File: src/design/dmp_pkg.sv
// ----------------------------------------------------------------------------
// dmp_pkg
// Shared types and constants for the DNS message parser.
// ----------------------------------------------------------------------------
`default_nettype none

package dmp_pkg;

    // Longest name on the wire, final zero byte included.
    localparam int unsigned MAX_NAME_BYTES = 255;

    localparam logic [7:0] CHAR_DOT = 8'h2E;

    // Walker phases
    localparam logic [3:0] PH_HEADER = 4'd0;
    localparam logic [3:0] PH_QNAME  = 4'd1;
    localparam logic [3:0] PH_QFIX   = 4'd2;
    localparam logic [3:0] PH_ANAME  = 4'd3;
    localparam logic [3:0] PH_AFIX   = 4'd4;
    localparam logic [3:0] PH_RDATA  = 4'd5;
    localparam logic [3:0] PH_DONE   = 4'd6;
    localparam logic [3:0] PH_ERROR  = 4'd7;

    // Last byte index per group; AFIX_ACC_BYTES is a byte count
    localparam logic [3:0] HDR_LAST_IDX   = 4'd11;
    localparam logic [3:0] QFIX_LAST_IDX  = 4'd3;
    localparam logic [3:0] AFIX_ACC_BYTES = 4'd8;
    localparam logic [3:0] AFIX_LAST_IDX  = 4'd9;

    // Result kinds
    localparam logic [2:0] KIND_HEADER    = 3'd0;
    localparam logic [2:0] KIND_NAME_CHAR = 3'd1;
    localparam logic [2:0] KIND_QUESTION  = 3'd2;
    localparam logic [2:0] KIND_ANSWER    = 3'd3;
    localparam logic [2:0] KIND_END       = 3'd4;
    localparam logic [2:0] KIND_SHORT_HDR = 3'd5;
    localparam logic [2:0] KIND_BAD_NAME  = 3'd6;
    localparam logic [2:0] KIND_TRUNCATED = 3'd7;

    typedef struct packed {
        logic [2:0]  kind;
        logic [15:0] msg_id;
        logic [15:0] msg_flags;
        logic [15:0] question_total;
        logic [15:0] answer_total;
        logic [15:0] authority_total;
        logic [15:0] additional_total;
        logic [7:0]  name_char;
        logic [15:0] rec_type;
        logic [15:0] rec_class;
        logic [31:0] time_to_live;
        logic        final_result;
    } t_result;

endpackage

`default_nettype wire

File: src/design/dmp_walker.sv
// ----------------------------------------------------------------------------
// dmp_walker
// Parse state and per-byte next-state/result logic.
// ----------------------------------------------------------------------------
`default_nettype none

module dmp_walker (
    input  wire                  i_clk,
    input  wire                  i_rst_n,
    input  wire                  i_step,
    input  wire  [7:0]           i_byte,
    input  wire                  i_last,
    output logic                 o_res_valid,
    output dmp_pkg::t_result     o_res
);

    logic [3:0]  r_phase, n_phase;
    logic [3:0]  r_idx, n_idx;
    logic [95:0] r_hdr, n_hdr;
    logic [15:0] r_q, n_q;
    logic [15:0] r_a, n_a;
    logic [7:0]  r_nlu, n_nlu;
    logic [5:0]  r_label, n_label;
    logic        r_first, n_first;
    logic [63:0] r_acc, n_acc;
    logic [15:0] r_rdata, n_rdata;

    logic        has;
    logic [2:0]  kind;
    logic [7:0]  ch;
    logic        ans_done;
    logic [8:0]  used;

    always_comb begin
        n_phase  = r_phase;
        n_idx    = r_idx;
        n_hdr    = r_hdr;
        n_q      = r_q;
        n_a      = r_a;
        n_nlu    = r_nlu;
        n_label  = r_label;
        n_first  = r_first;
        n_acc    = r_acc;
        n_rdata  = r_rdata;
        has      = 1'b0;
        kind     = dmp_pkg::KIND_END;
        ch       = 8'd0;
        ans_done = 1'b0;
        used     = {1'b0, r_nlu} + 9'd1 + {1'b0, i_byte};

        case (r_phase)
            dmp_pkg::PH_HEADER: begin
                n_hdr = {r_hdr[87:0], i_byte};
                n_idx = r_idx + 4'd1;
                if (r_idx == dmp_pkg::HDR_LAST_IDX) begin
                    n_idx = 4'd0;
                    n_q   = n_hdr[63:48];
                    n_a   = n_hdr[47:32];
                    has   = 1'b1;
                    kind  = dmp_pkg::KIND_HEADER;
                    if (n_q != 16'd0) begin
                        n_phase = dmp_pkg::PH_QNAME;
                        n_nlu   = 8'd0;
                        n_label = 6'd0;
                        n_first = 1'b1;
                    end else if (n_a != 16'd0) begin
                        n_phase = dmp_pkg::PH_ANAME;
                        n_nlu   = 8'd0;
                        n_label = 6'd0;
                        n_first = 1'b1;
                    end else begin
                        n_phase = dmp_pkg::PH_DONE;
                    end
                end
            end
            dmp_pkg::PH_QNAME, dmp_pkg::PH_ANAME: begin
                if (r_label != 6'd0) begin
                    n_label = r_label - 6'd1;
                    ch      = i_byte;
                    has     = 1'b1;
                    kind    = dmp_pkg::KIND_NAME_CHAR;
                end else if (i_byte == 8'd0) begin
                    n_phase = (r_phase == dmp_pkg::PH_QNAME) ? dmp_pkg::PH_QFIX
                                                             : dmp_pkg::PH_AFIX;
                    n_idx   = 4'd0;
                end else if (i_byte[7:6] != 2'b00) begin
                    // compression pointer or reserved label type
                    n_phase = dmp_pkg::PH_ERROR;
                    has     = 1'b1;
                    kind    = dmp_pkg::KIND_BAD_NAME;
                end else if (used >= 9'(dmp_pkg::MAX_NAME_BYTES)) begin
                    n_phase = dmp_pkg::PH_ERROR;
                    has     = 1'b1;
                    kind    = dmp_pkg::KIND_BAD_NAME;
                end else begin
                    n_nlu   = used[7:0];
                    n_label = i_byte[5:0];
                    if (r_first) begin
                        n_first = 1'b0;
                    end else begin
                        ch   = dmp_pkg::CHAR_DOT;
                        has  = 1'b1;
                        kind = dmp_pkg::KIND_NAME_CHAR;
                    end
                end
            end
            dmp_pkg::PH_QFIX: begin
                n_acc = {r_acc[55:0], i_byte};
                n_idx = r_idx + 4'd1;
                if (r_idx == dmp_pkg::QFIX_LAST_IDX) begin
                    n_idx = 4'd0;
                    has   = 1'b1;
                    kind  = dmp_pkg::KIND_QUESTION;
                    n_q   = r_q - 16'd1;
                    if (n_q != 16'd0) begin
                        n_phase = dmp_pkg::PH_QNAME;
                        n_nlu   = 8'd0;
                        n_label = 6'd0;
                        n_first = 1'b1;
                    end else if (r_a != 16'd0) begin
                        n_phase = dmp_pkg::PH_ANAME;
                        n_nlu   = 8'd0;
                        n_label = 6'd0;
                        n_first = 1'b1;
                    end else begin
                        n_phase = dmp_pkg::PH_DONE;
                    end
                end
            end
            dmp_pkg::PH_AFIX: begin
                if (r_idx < dmp_pkg::AFIX_ACC_BYTES) begin
                    n_acc = {r_acc[55:0], i_byte};
                end else begin
                    n_rdata = {r_rdata[7:0], i_byte};
                end
                n_idx = r_idx + 4'd1;
                if (r_idx == dmp_pkg::AFIX_LAST_IDX) begin
                    n_idx = 4'd0;
                    if (n_rdata == 16'd0) begin
                        ans_done = 1'b1;
                    end else begin
                        n_phase = dmp_pkg::PH_RDATA;
                    end
                end
            end
            dmp_pkg::PH_RDATA: begin
                n_rdata = r_rdata - 16'd1;
                if (n_rdata == 16'd0) begin
                    ans_done = 1'b1;
                end
            end
            default: begin
            end
        endcase

        if (ans_done) begin
            has  = 1'b1;
            kind = dmp_pkg::KIND_ANSWER;
            n_a  = r_a - 16'd1;
            if (n_a != 16'd0) begin
                n_phase = dmp_pkg::PH_ANAME;
                n_nlu   = 8'd0;
                n_label = 6'd0;
                n_first = 1'b1;
            end else begin
                n_phase = dmp_pkg::PH_DONE;
            end
        end

        // end-of-message byte: settle the closing kind, then back to reset state
        if (i_last) begin
            if (has && kind == dmp_pkg::KIND_BAD_NAME) begin
                has = 1'b1;
            end else if (r_phase == dmp_pkg::PH_ERROR) begin
                has  = 1'b1;
                kind = dmp_pkg::KIND_END;
            end else if (n_phase == dmp_pkg::PH_DONE) begin
                if (!has) begin
                    has  = 1'b1;
                    kind = dmp_pkg::KIND_END;
                end
            end else if (n_phase == dmp_pkg::PH_HEADER) begin
                has  = 1'b1;
                kind = dmp_pkg::KIND_SHORT_HDR;
            end else begin
                has  = 1'b1;
                kind = dmp_pkg::KIND_TRUNCATED;
            end
            n_phase = dmp_pkg::PH_HEADER;
            n_idx   = 4'd0;
            n_q     = 16'd0;
            n_a     = 16'd0;
            n_nlu   = 8'd0;
            n_label = 6'd0;
            n_first = 1'b1;
            n_rdata = 16'd0;
        end
    end

    always_comb begin
        o_res_valid        = has;
        o_res              = '0;
        o_res.kind         = kind;
        o_res.final_result = i_last;
        if (kind == dmp_pkg::KIND_HEADER) begin
            o_res.msg_id           = n_hdr[95:80];
            o_res.msg_flags        = n_hdr[79:64];
            o_res.question_total   = n_hdr[63:48];
            o_res.answer_total     = n_hdr[47:32];
            o_res.authority_total  = n_hdr[31:16];
            o_res.additional_total = n_hdr[15:0];
        end
        if (kind == dmp_pkg::KIND_NAME_CHAR) begin
            o_res.name_char = ch;
        end
        if (kind == dmp_pkg::KIND_QUESTION) begin
            o_res.rec_type  = n_acc[31:16];
            o_res.rec_class = n_acc[15:0];
        end
        if (kind == dmp_pkg::KIND_ANSWER) begin
            o_res.rec_type     = n_acc[63:48];
            o_res.rec_class    = n_acc[47:32];
            o_res.time_to_live = n_acc[31:0];
        end
    end

    // field shift registers are fully refilled before use: no reset needed
    always_ff @(posedge i_clk) begin
        if (i_step) begin
            r_hdr <= n_hdr;
            r_acc <= n_acc;
        end
    end

    always_ff @(posedge i_clk) begin
        if (!i_rst_n) begin
            r_phase <= dmp_pkg::PH_HEADER;
            r_idx   <= 4'd0;
            r_q     <= 16'd0;
            r_a     <= 16'd0;
            r_nlu   <= 8'd0;
            r_label <= 6'd0;
            r_first <= 1'b1;
            r_rdata <= 16'd0;
        end else if (i_step) begin
            r_phase <= n_phase;
            r_idx   <= n_idx;
            r_q     <= n_q;
            r_a     <= n_a;
            r_nlu   <= n_nlu;
            r_label <= n_label;
            r_first <= n_first;
            r_rdata <= n_rdata;
        end
    end

endmodule

`default_nettype wire

File: src/design/dmp_out_reg.sv
// ----------------------------------------------------------------------------
// dmp_out_reg
// Result holding register on the master side.
// ----------------------------------------------------------------------------
`default_nettype none

module dmp_out_reg (
    input  wire                  i_clk,
    input  wire                  i_rst_n,
    input  wire                  i_load,
    input  wire dmp_pkg::t_result i_res,
    input  wire                  i_ready,
    output logic                 o_valid,
    output logic                 o_free,
    output dmp_pkg::t_result     o_res
);

    logic             r_valid;
    dmp_pkg::t_result r_res;

    // free when empty or being drained this cycle
    assign o_free  = !r_valid || i_ready;
    assign o_valid = r_valid;
    assign o_res   = r_res;

    always_ff @(posedge i_clk) begin
        if (!i_rst_n) begin
            r_valid <= 1'b0;
        end else if (i_load) begin
            r_valid <= 1'b1;
        end else if (i_ready) begin
            r_valid <= 1'b0;
        end
    end

    always_ff @(posedge i_clk) begin
        if (i_load) begin
            r_res <= i_res;
        end
    end

endmodule

`default_nettype wire

File: src/design/dns_message_parser.sv
// ----------------------------------------------------------------------------
// dns_message_parser
// Byte-serial DNS/mDNS message header, question and answer walker.
// ----------------------------------------------------------------------------
// Usage:
//   Slave channel takes one datagram byte per item (s_axis_tdata), with
//   s_axis_tlast on the final byte. Master channel emits zero or one result
//   item per byte: m_axis_tuser carries the kind, m_axis_tdata the header
//   words, name character, type/class and TTL, m_axis_tlast marks the result
//   caused by the final byte (every datagram yields exactly one such item).
//   Path: a taken byte is held in the input register; its result, if any,
//   is loaded into the result register when the walker steps on that byte,
//   which waits while the result register is full and not being drained.
//   Throughput: one byte per cycle while the result register is empty or
//   m_axis_tready is high; the walker state updates between the input and result registers.
//   Reset: synchronous, active low; parser returns to the header phase and
//   both registers empty. The parser also self-resets after every last byte.
//   Stall: while the result register is full and m_axis_tready is low, the
//   held byte waits in the input register; s_axis_tready drops only when
//   both are occupied, so nothing is lost or repeated.
//   Authority/additional sections and RDATA contents are skipped; compressed
//   names, overlong names and early ends are reported as error kinds.
// ----------------------------------------------------------------------------
`default_nettype none

module dns_message_parser (
    input  wire          i_clk,
    input  wire          i_rst_n,
    input  wire          s_axis_tvalid,
    output logic         s_axis_tready,
    input  wire  [7:0]   s_axis_tdata,   // [7:0] message_byte
    input  wire          s_axis_tlast,   // end_of_message
    output logic         m_axis_tvalid,
    input  wire          m_axis_tready,
    // [15:0] msg_id, [31:16] msg_flags, [47:32] question_total,
    // [63:48] answer_total, [79:64] authority_total, [95:80] additional_total,
    // [103:96] name_char, [119:104] rec_type, [135:120] rec_class,
    // [167:136] time_to_live
    output logic [167:0] m_axis_tdata,
    output logic [2:0]   m_axis_tuser,   // [2:0] kind
    output logic         m_axis_tlast    // final_result
);

    // input register
    logic       r_in_valid;
    logic [7:0] r_in_byte;
    logic       r_in_last;

    logic             step;
    logic             out_free;
    logic             res_valid;
    dmp_pkg::t_result res;
    dmp_pkg::t_result out_res;

    // the held byte is consumed whenever the result register can take its result
    assign step          = r_in_valid && out_free;
    assign s_axis_tready = !r_in_valid || step;

    always_ff @(posedge i_clk) begin
        if (!i_rst_n) begin
            r_in_valid <= 1'b0;
        end else if (s_axis_tvalid && s_axis_tready) begin
            r_in_valid <= 1'b1;
        end else if (step) begin
            r_in_valid <= 1'b0;
        end
    end

    always_ff @(posedge i_clk) begin
        if (s_axis_tvalid && s_axis_tready) begin
            r_in_byte <= s_axis_tdata;
            r_in_last <= s_axis_tlast;
        end
    end

    dmp_walker u_walker (
        .i_clk       (i_clk),
        .i_rst_n     (i_rst_n),
        .i_step      (step),
        .i_byte      (r_in_byte),
        .i_last      (r_in_last),
        .o_res_valid (res_valid),
        .o_res       (res)
    );

    dmp_out_reg u_out_reg (
        .i_clk   (i_clk),
        .i_rst_n (i_rst_n),
        .i_load  (step && res_valid),
        .i_res   (res),
        .i_ready (m_axis_tready),
        .o_valid (m_axis_tvalid),
        .o_free  (out_free),
        .o_res   (out_res)
    );

    assign m_axis_tdata = {out_res.time_to_live, out_res.rec_class, out_res.rec_type,
                           out_res.name_char, out_res.additional_total,
                           out_res.authority_total, out_res.answer_total,
                           out_res.question_total, out_res.msg_flags, out_res.msg_id};
    assign m_axis_tuser = out_res.kind;
    assign m_axis_tlast = out_res.final_result;

endmodule

`default_nettype wire
File: config.mk
export PLATFORM = sky130hd
export DESIGN_NAME = dns_message_parser
export DESIGN_NICKNAME = d
export VERILOG_FILES = /design/src/design/dmp_pkg.sv /design/src/design/dmp_walker.sv /design/src/design/dmp_out_reg.sv /design/src/design/dns_message_parser.sv
export SDC_FILE = /design/constraint.sdc
export NUM_CORES = 1
export LEC_CHECK = 0
export BUFFER_PORTS_ARGS = -buffer_cell sky130_fd_sc_hd__buf_2
export CORE_MARGIN = 1
export CORE_UTILIZATION = 45
export CTS_CLUSTER_SIZE = 20
export DETAILED_ROUTE_END_ITERATION = 6
export PLACE_DENSITY = 0.64
export SYNTH_ARGS = -nofsm -noshare
export SYNTH_HDL_FRONTEND = slang
export SYNTH_HIERARCHICAL = 1
export SYNTH_SLANG_ARGS = --single-unit
File: constraint.sdc
create_clock -name i_clk -period 7.05 [get_ports i_clk]
set_input_delay 0 -clock i_clk [delete_from_list [all_inputs] [get_ports i_clk]]
set_output_delay 0 -clock i_clk [all_outputs]
set_load 0.02 [all_outputs]
==> flow_metrics.py <==
metrics = {
    "run_status": {
        "outcome": "finished, final reports clean",
    },
    "min_path": {
        "min_from": "s_axis_tdata[4]",
        "holdPathEnd": "r_in_byte[4]$_DFFE_PP_",
        "hold_depth": 2,
        "hold_path_class": "primary input to flip-flop",
    },
    "placed_design": {
        "post-place-ws_ps": 1420,
        "dpl_cell_area_mm2": 0.0217,
        "io_buffers": 186,
        "gp_congestion": 0.927,
        "dp_hpwl_um": 32700,
    },
    "clocking": {
        "cts.repair.resized": 0,
        "worstSkewPairLatency_ps": 600,
        "path_clk_slew_ps": 70,
        "cts_tree": "done",
        "clkSinkCount": 414,
        "clockBufferDepth": 3,
        "cts_post_setup_buffers_inserted": 0,
        "cts_root_buf": "clkbuf_16",
        "cts_max_level": 2,
        "cts_buffers": 44,
    },
    "critical_path": {
        "cp-start-kind": "flip-flop",
        "r2r_end": "u_out_reg/o_res[86]$_DFFE_PP_",
        "slowest_delay_ps": 940,
        "ff2ff_setup_slack_ps": 1310,
        "cp-end-kind": "flip-flop",
        "r2r_cells": 16,
        "arrival_ps": 6110,
        "crit_top_cell": "buf_4",
        "cp.buffers_inverters": 6,
        "critPathKind": "flip-flop to flip-flop",
        "crit_slowest_cell": "clkinv_2",
        "crit-reg2reg-launch": "r_in_byte[0]$_DFFE_PP_",
        "crit_chain": "inv_1 -> ha_1 -> inv_1 -> fa_1 -> a21oi_1 -> nand4b_1 -> nand2_1 -> xor2_1 -> a31oi_1 -> buf_4 -> a211oi_4 -> buf_4 -> and2_2 -> clkinv_2 -> buf_4 -> nor4b_1",
        "crit_family": "buffers and inverters",
        "path_max_fanout": 53,
        "required_ps": 7420,
    },
    "finish": {
        "area_growth_pct": 14.4,
        "diodes": 0,
        "drive_gt1_share_pct": 28.3,
        "layout_commonest_cell": "edfxtp_1",
        "nNetsFinal": 1820,
        "layout_common_cells": "341 x edfxtp_1, 186 x buf_2, 161 x mux2_2",
        "fillers": 3761,
        "final_area_mm2": 0.0233,
    },
    "power_and_ir_drop": {
        "leakagePower_nw": 7.93,
        "max-vdd-ir-drop_mv": 0.154,
        "p_per_area_mw_per_mm2": 233,
        "finalPower_mw": 5.41,
    },
    "sta": {
        "report.final.slew_viol_count": 0,
        "setup_viol": 0,
        "fmax_ghz": 0.174,
        "finClkSkew_ps": 38.0,
        "slew_headroom_pct": 19.7,
        "min_period_ps": 5740,
        "rsz0062_at_grt": "no",
        "finalCritPeriodShare_pct": 81.4,
        "whs_ps": 153,
        "hold_viol_final": 0,
        "tightest_slew_ps": 1210,
        "finalSetupTns_ps": 0,
        "setup_ws_ps": 1310,
    },
    "grt": {
        "gr-usage-met1_pct": 31.6,
        "top_usage_layer": "met2",
        "grt_antenna_before_repair": 1,
        "grt_start_max_net_pins": 104,
        "grt_usage_pct": 21.7,
        "first_global_vias": 13616,
        "met3_usage_pct": 3.26,
        "gr-total-overflow": 0,
        "grt_pass1_wl_um": 79100,
        "grt_use_met2_pct": 33.9,
    },
    "floorplanning": {
        "placementRows": 77,
        "start_util_pct": 45.8,
        "ios": 187,
        "die_area_mm2": 0.0461,
        "core_region_area_mm2": 0.0444,
        "die_w_um": 215,
        "die_y_um": 215,
    },
    "logic_synthesis": {
        "synth.top_cell.area_share_pct": 50.3,
        "synth_area_leaders": "edfxtp_1 50%, mux2_2 8.9%, dfxtp_1 7.2%, nor4b_1 3.1%, nor4b_2 2.2%",
        "ys_ff_latch": 414,
        "synth_cells": 1648,
        "async_flop_share_pct": 0,
        "synth-warning-count": 6,
        "ys.flop_type": "edfxtp_1",
        "yosysSeqAreaShare_pct": 57.5,
        "synth_area_per_cell_um2": 12.3,
        "synth_largest_area_cell": "edfxtp_1",
        "synth-edff-count": 341,
        "yosysUniqueCellTypes": 89,
        "syn-num-nets": 1680,
        "synth_area_mm2": 0.0203,
    },
    "detailed_routing": {
        "ant_nets": 0,
        "dr.pass1.iters": 5,
        "drtIter0Drc": 1125,
        "drc": 0,
        "vias": 14274,
        "routedWlPerCell_um": 21.0,
        "wirelength_um": 50700,
        "via_per_inst": 5.91,
    },
    "flow_run": {
        "cap_violations": 0,
    },
}
-- Yosys cell counts, types with 5 or more instances --
cell	number
a2111oi_0	26
or3_1	6
nor4_1	62
o211ai_1	6
dfxtp_1	73
and2_1	24
and3_1	7
edfxtp_1	341
a31oi_1	6
clkbuf_1	85
a22o_1	11
o21ai_0	86
inv_1	57
nand2b_1	11
a22oi_1	10
xor2_1	7
a21oi_1	81
buf_2	28
nor2b_1	26
mux2i_1	7
nor4b_1	72
a211oi_1	8
buf_1	5
nand3_1	19
nor3b_1	6
mux2_2	161
a21boi_0	22
nor4b_2	30
ha_1	18
or4_1	5
nor3_1	41
o21ai_1	6
xnor2_1	11
buf_6	11
a2111oi_2	7
a221oi_1	5
nor2_1	79
o21a_1	8
nand2_1	88
-- sequential cells by signal, summed over array words and instances (netlist names) --
name	cells
u_out_reg/o_res	172
u_walker/r_hdr	96
u_walker/r_acc	64
u_walker/r_a	16
u_walker/r_q	16
u_walker/r_rdata	16
r_in_byte	8
u_walker/r_nlu	8
u_walker/r_label	6
u_walker/r_idx	4
u_walker/r_phase	4
r_in_last	1
r_in_valid	1
u_out_reg/o_valid	1
u_walker/r_first	1
-- report_power, final --
part	switching [mW]	internal (mW)	leakage, nW
clock	1.00	1.38	0.717
sequential	0.0488	2.71	3.74
combinational	0.183	0.0947	3.47
-- area by class of cell --
cell class	count	area, µm²	area share [%]
Sequential cell	414	11700	50.3
Multi-Input combinational cell	1045	7850	33.7
Timing Repair Buffer	224	1270	5.47
Clock buffer	46	1110	4.76
Tap cell	592	741	3.18
Clock inverter	34	375	1.61
Inverter	59	225	0.968
-- worst reg2reg max path, stage by stage (launching register included) --
cell      delay, ps
edfxtp_1        490
inv_1           220
ha_1            170
inv_1            50
fa_1            420
a21oi_1         160
nand4b_1        140
nand2_1          80
xor2_1          240
a31oi_1         120
buf_4           190
a211oi_4        200
buf_4           390
and2_2          680
clkinv_2        950
buf_4           620
nor4b_1         370
-- cell families after synthesis --
kind of cell | Yosys count | synth area share [%]
xor+xnor | 18 | 0.775
mux | 168 | 9.25
fa+ha+maj | 19 | 1.21
flops | 414 | 57.5
simple gates | 510 | 16.1
compound gates | 330 | 11.1
buf+inv | 189 | 4.08
-- metal layers --
metal / vias up / part of all wire, %
met1: 7044 / 46
met3: 68 / 6.4
met5: - / 0
met2: 532 / 46
met4: 0 / 1.9
li1: 6630 / -
-- worst max path at each step --
| stage | startpoint | end | slack, ps | depth (start not counted) |
|---|---|---|---|---|
| 6_report | r_in_byte[0]$_DFFE_PP_ | u_out_reg/o_res[86]$_DFFE_PP_ | 1310 | 16 |
| 3_3_place_gp | r_in_byte[0]$_DFFE_PP_ | u_out_reg/o_res[95]$_DFFE_PP_ | 1590 | 16 |
| 4_1_cts | r_in_byte[0]$_DFFE_PP_ | u_out_reg/o_res[86]$_DFFE_PP_ | 1340 | 16 |
| 3_5_place_dp | r_in_byte[0]$_DFFE_PP_ | u_out_reg/o_res[93]$_DFFE_PP_ | 1420 | 16 |
| 5_1_grt | r_in_byte[0]$_DFFE_PP_ | u_out_reg/o_res[115]$_DFFE_PP_ | 860 | 16 |
| 2_1_floorplan | r_in_byte[0]$_DFFE_PP_ | u_out_reg/o_res[0]$_DFFE_PP_ | 2090 | 14 |
-- metrics by stage --
stage | utilization (%) | cells
after floorplan | - | 1648
after global placement | 48.8 | 2321
after detailed placement | 48.8 | 2321
after CTS | 52.4 | 2414
after global routing | 52.4 | 2414
final | 52.4 | 2414
-- what timing repair did --
action | 4_1_cts | 5_1_grt
hold buffers | 13 | 0
hold endpoints to repair | 21 | 0
endpoints found under the setup margin | 0 | 0
(Power assumes the default switching activity.)
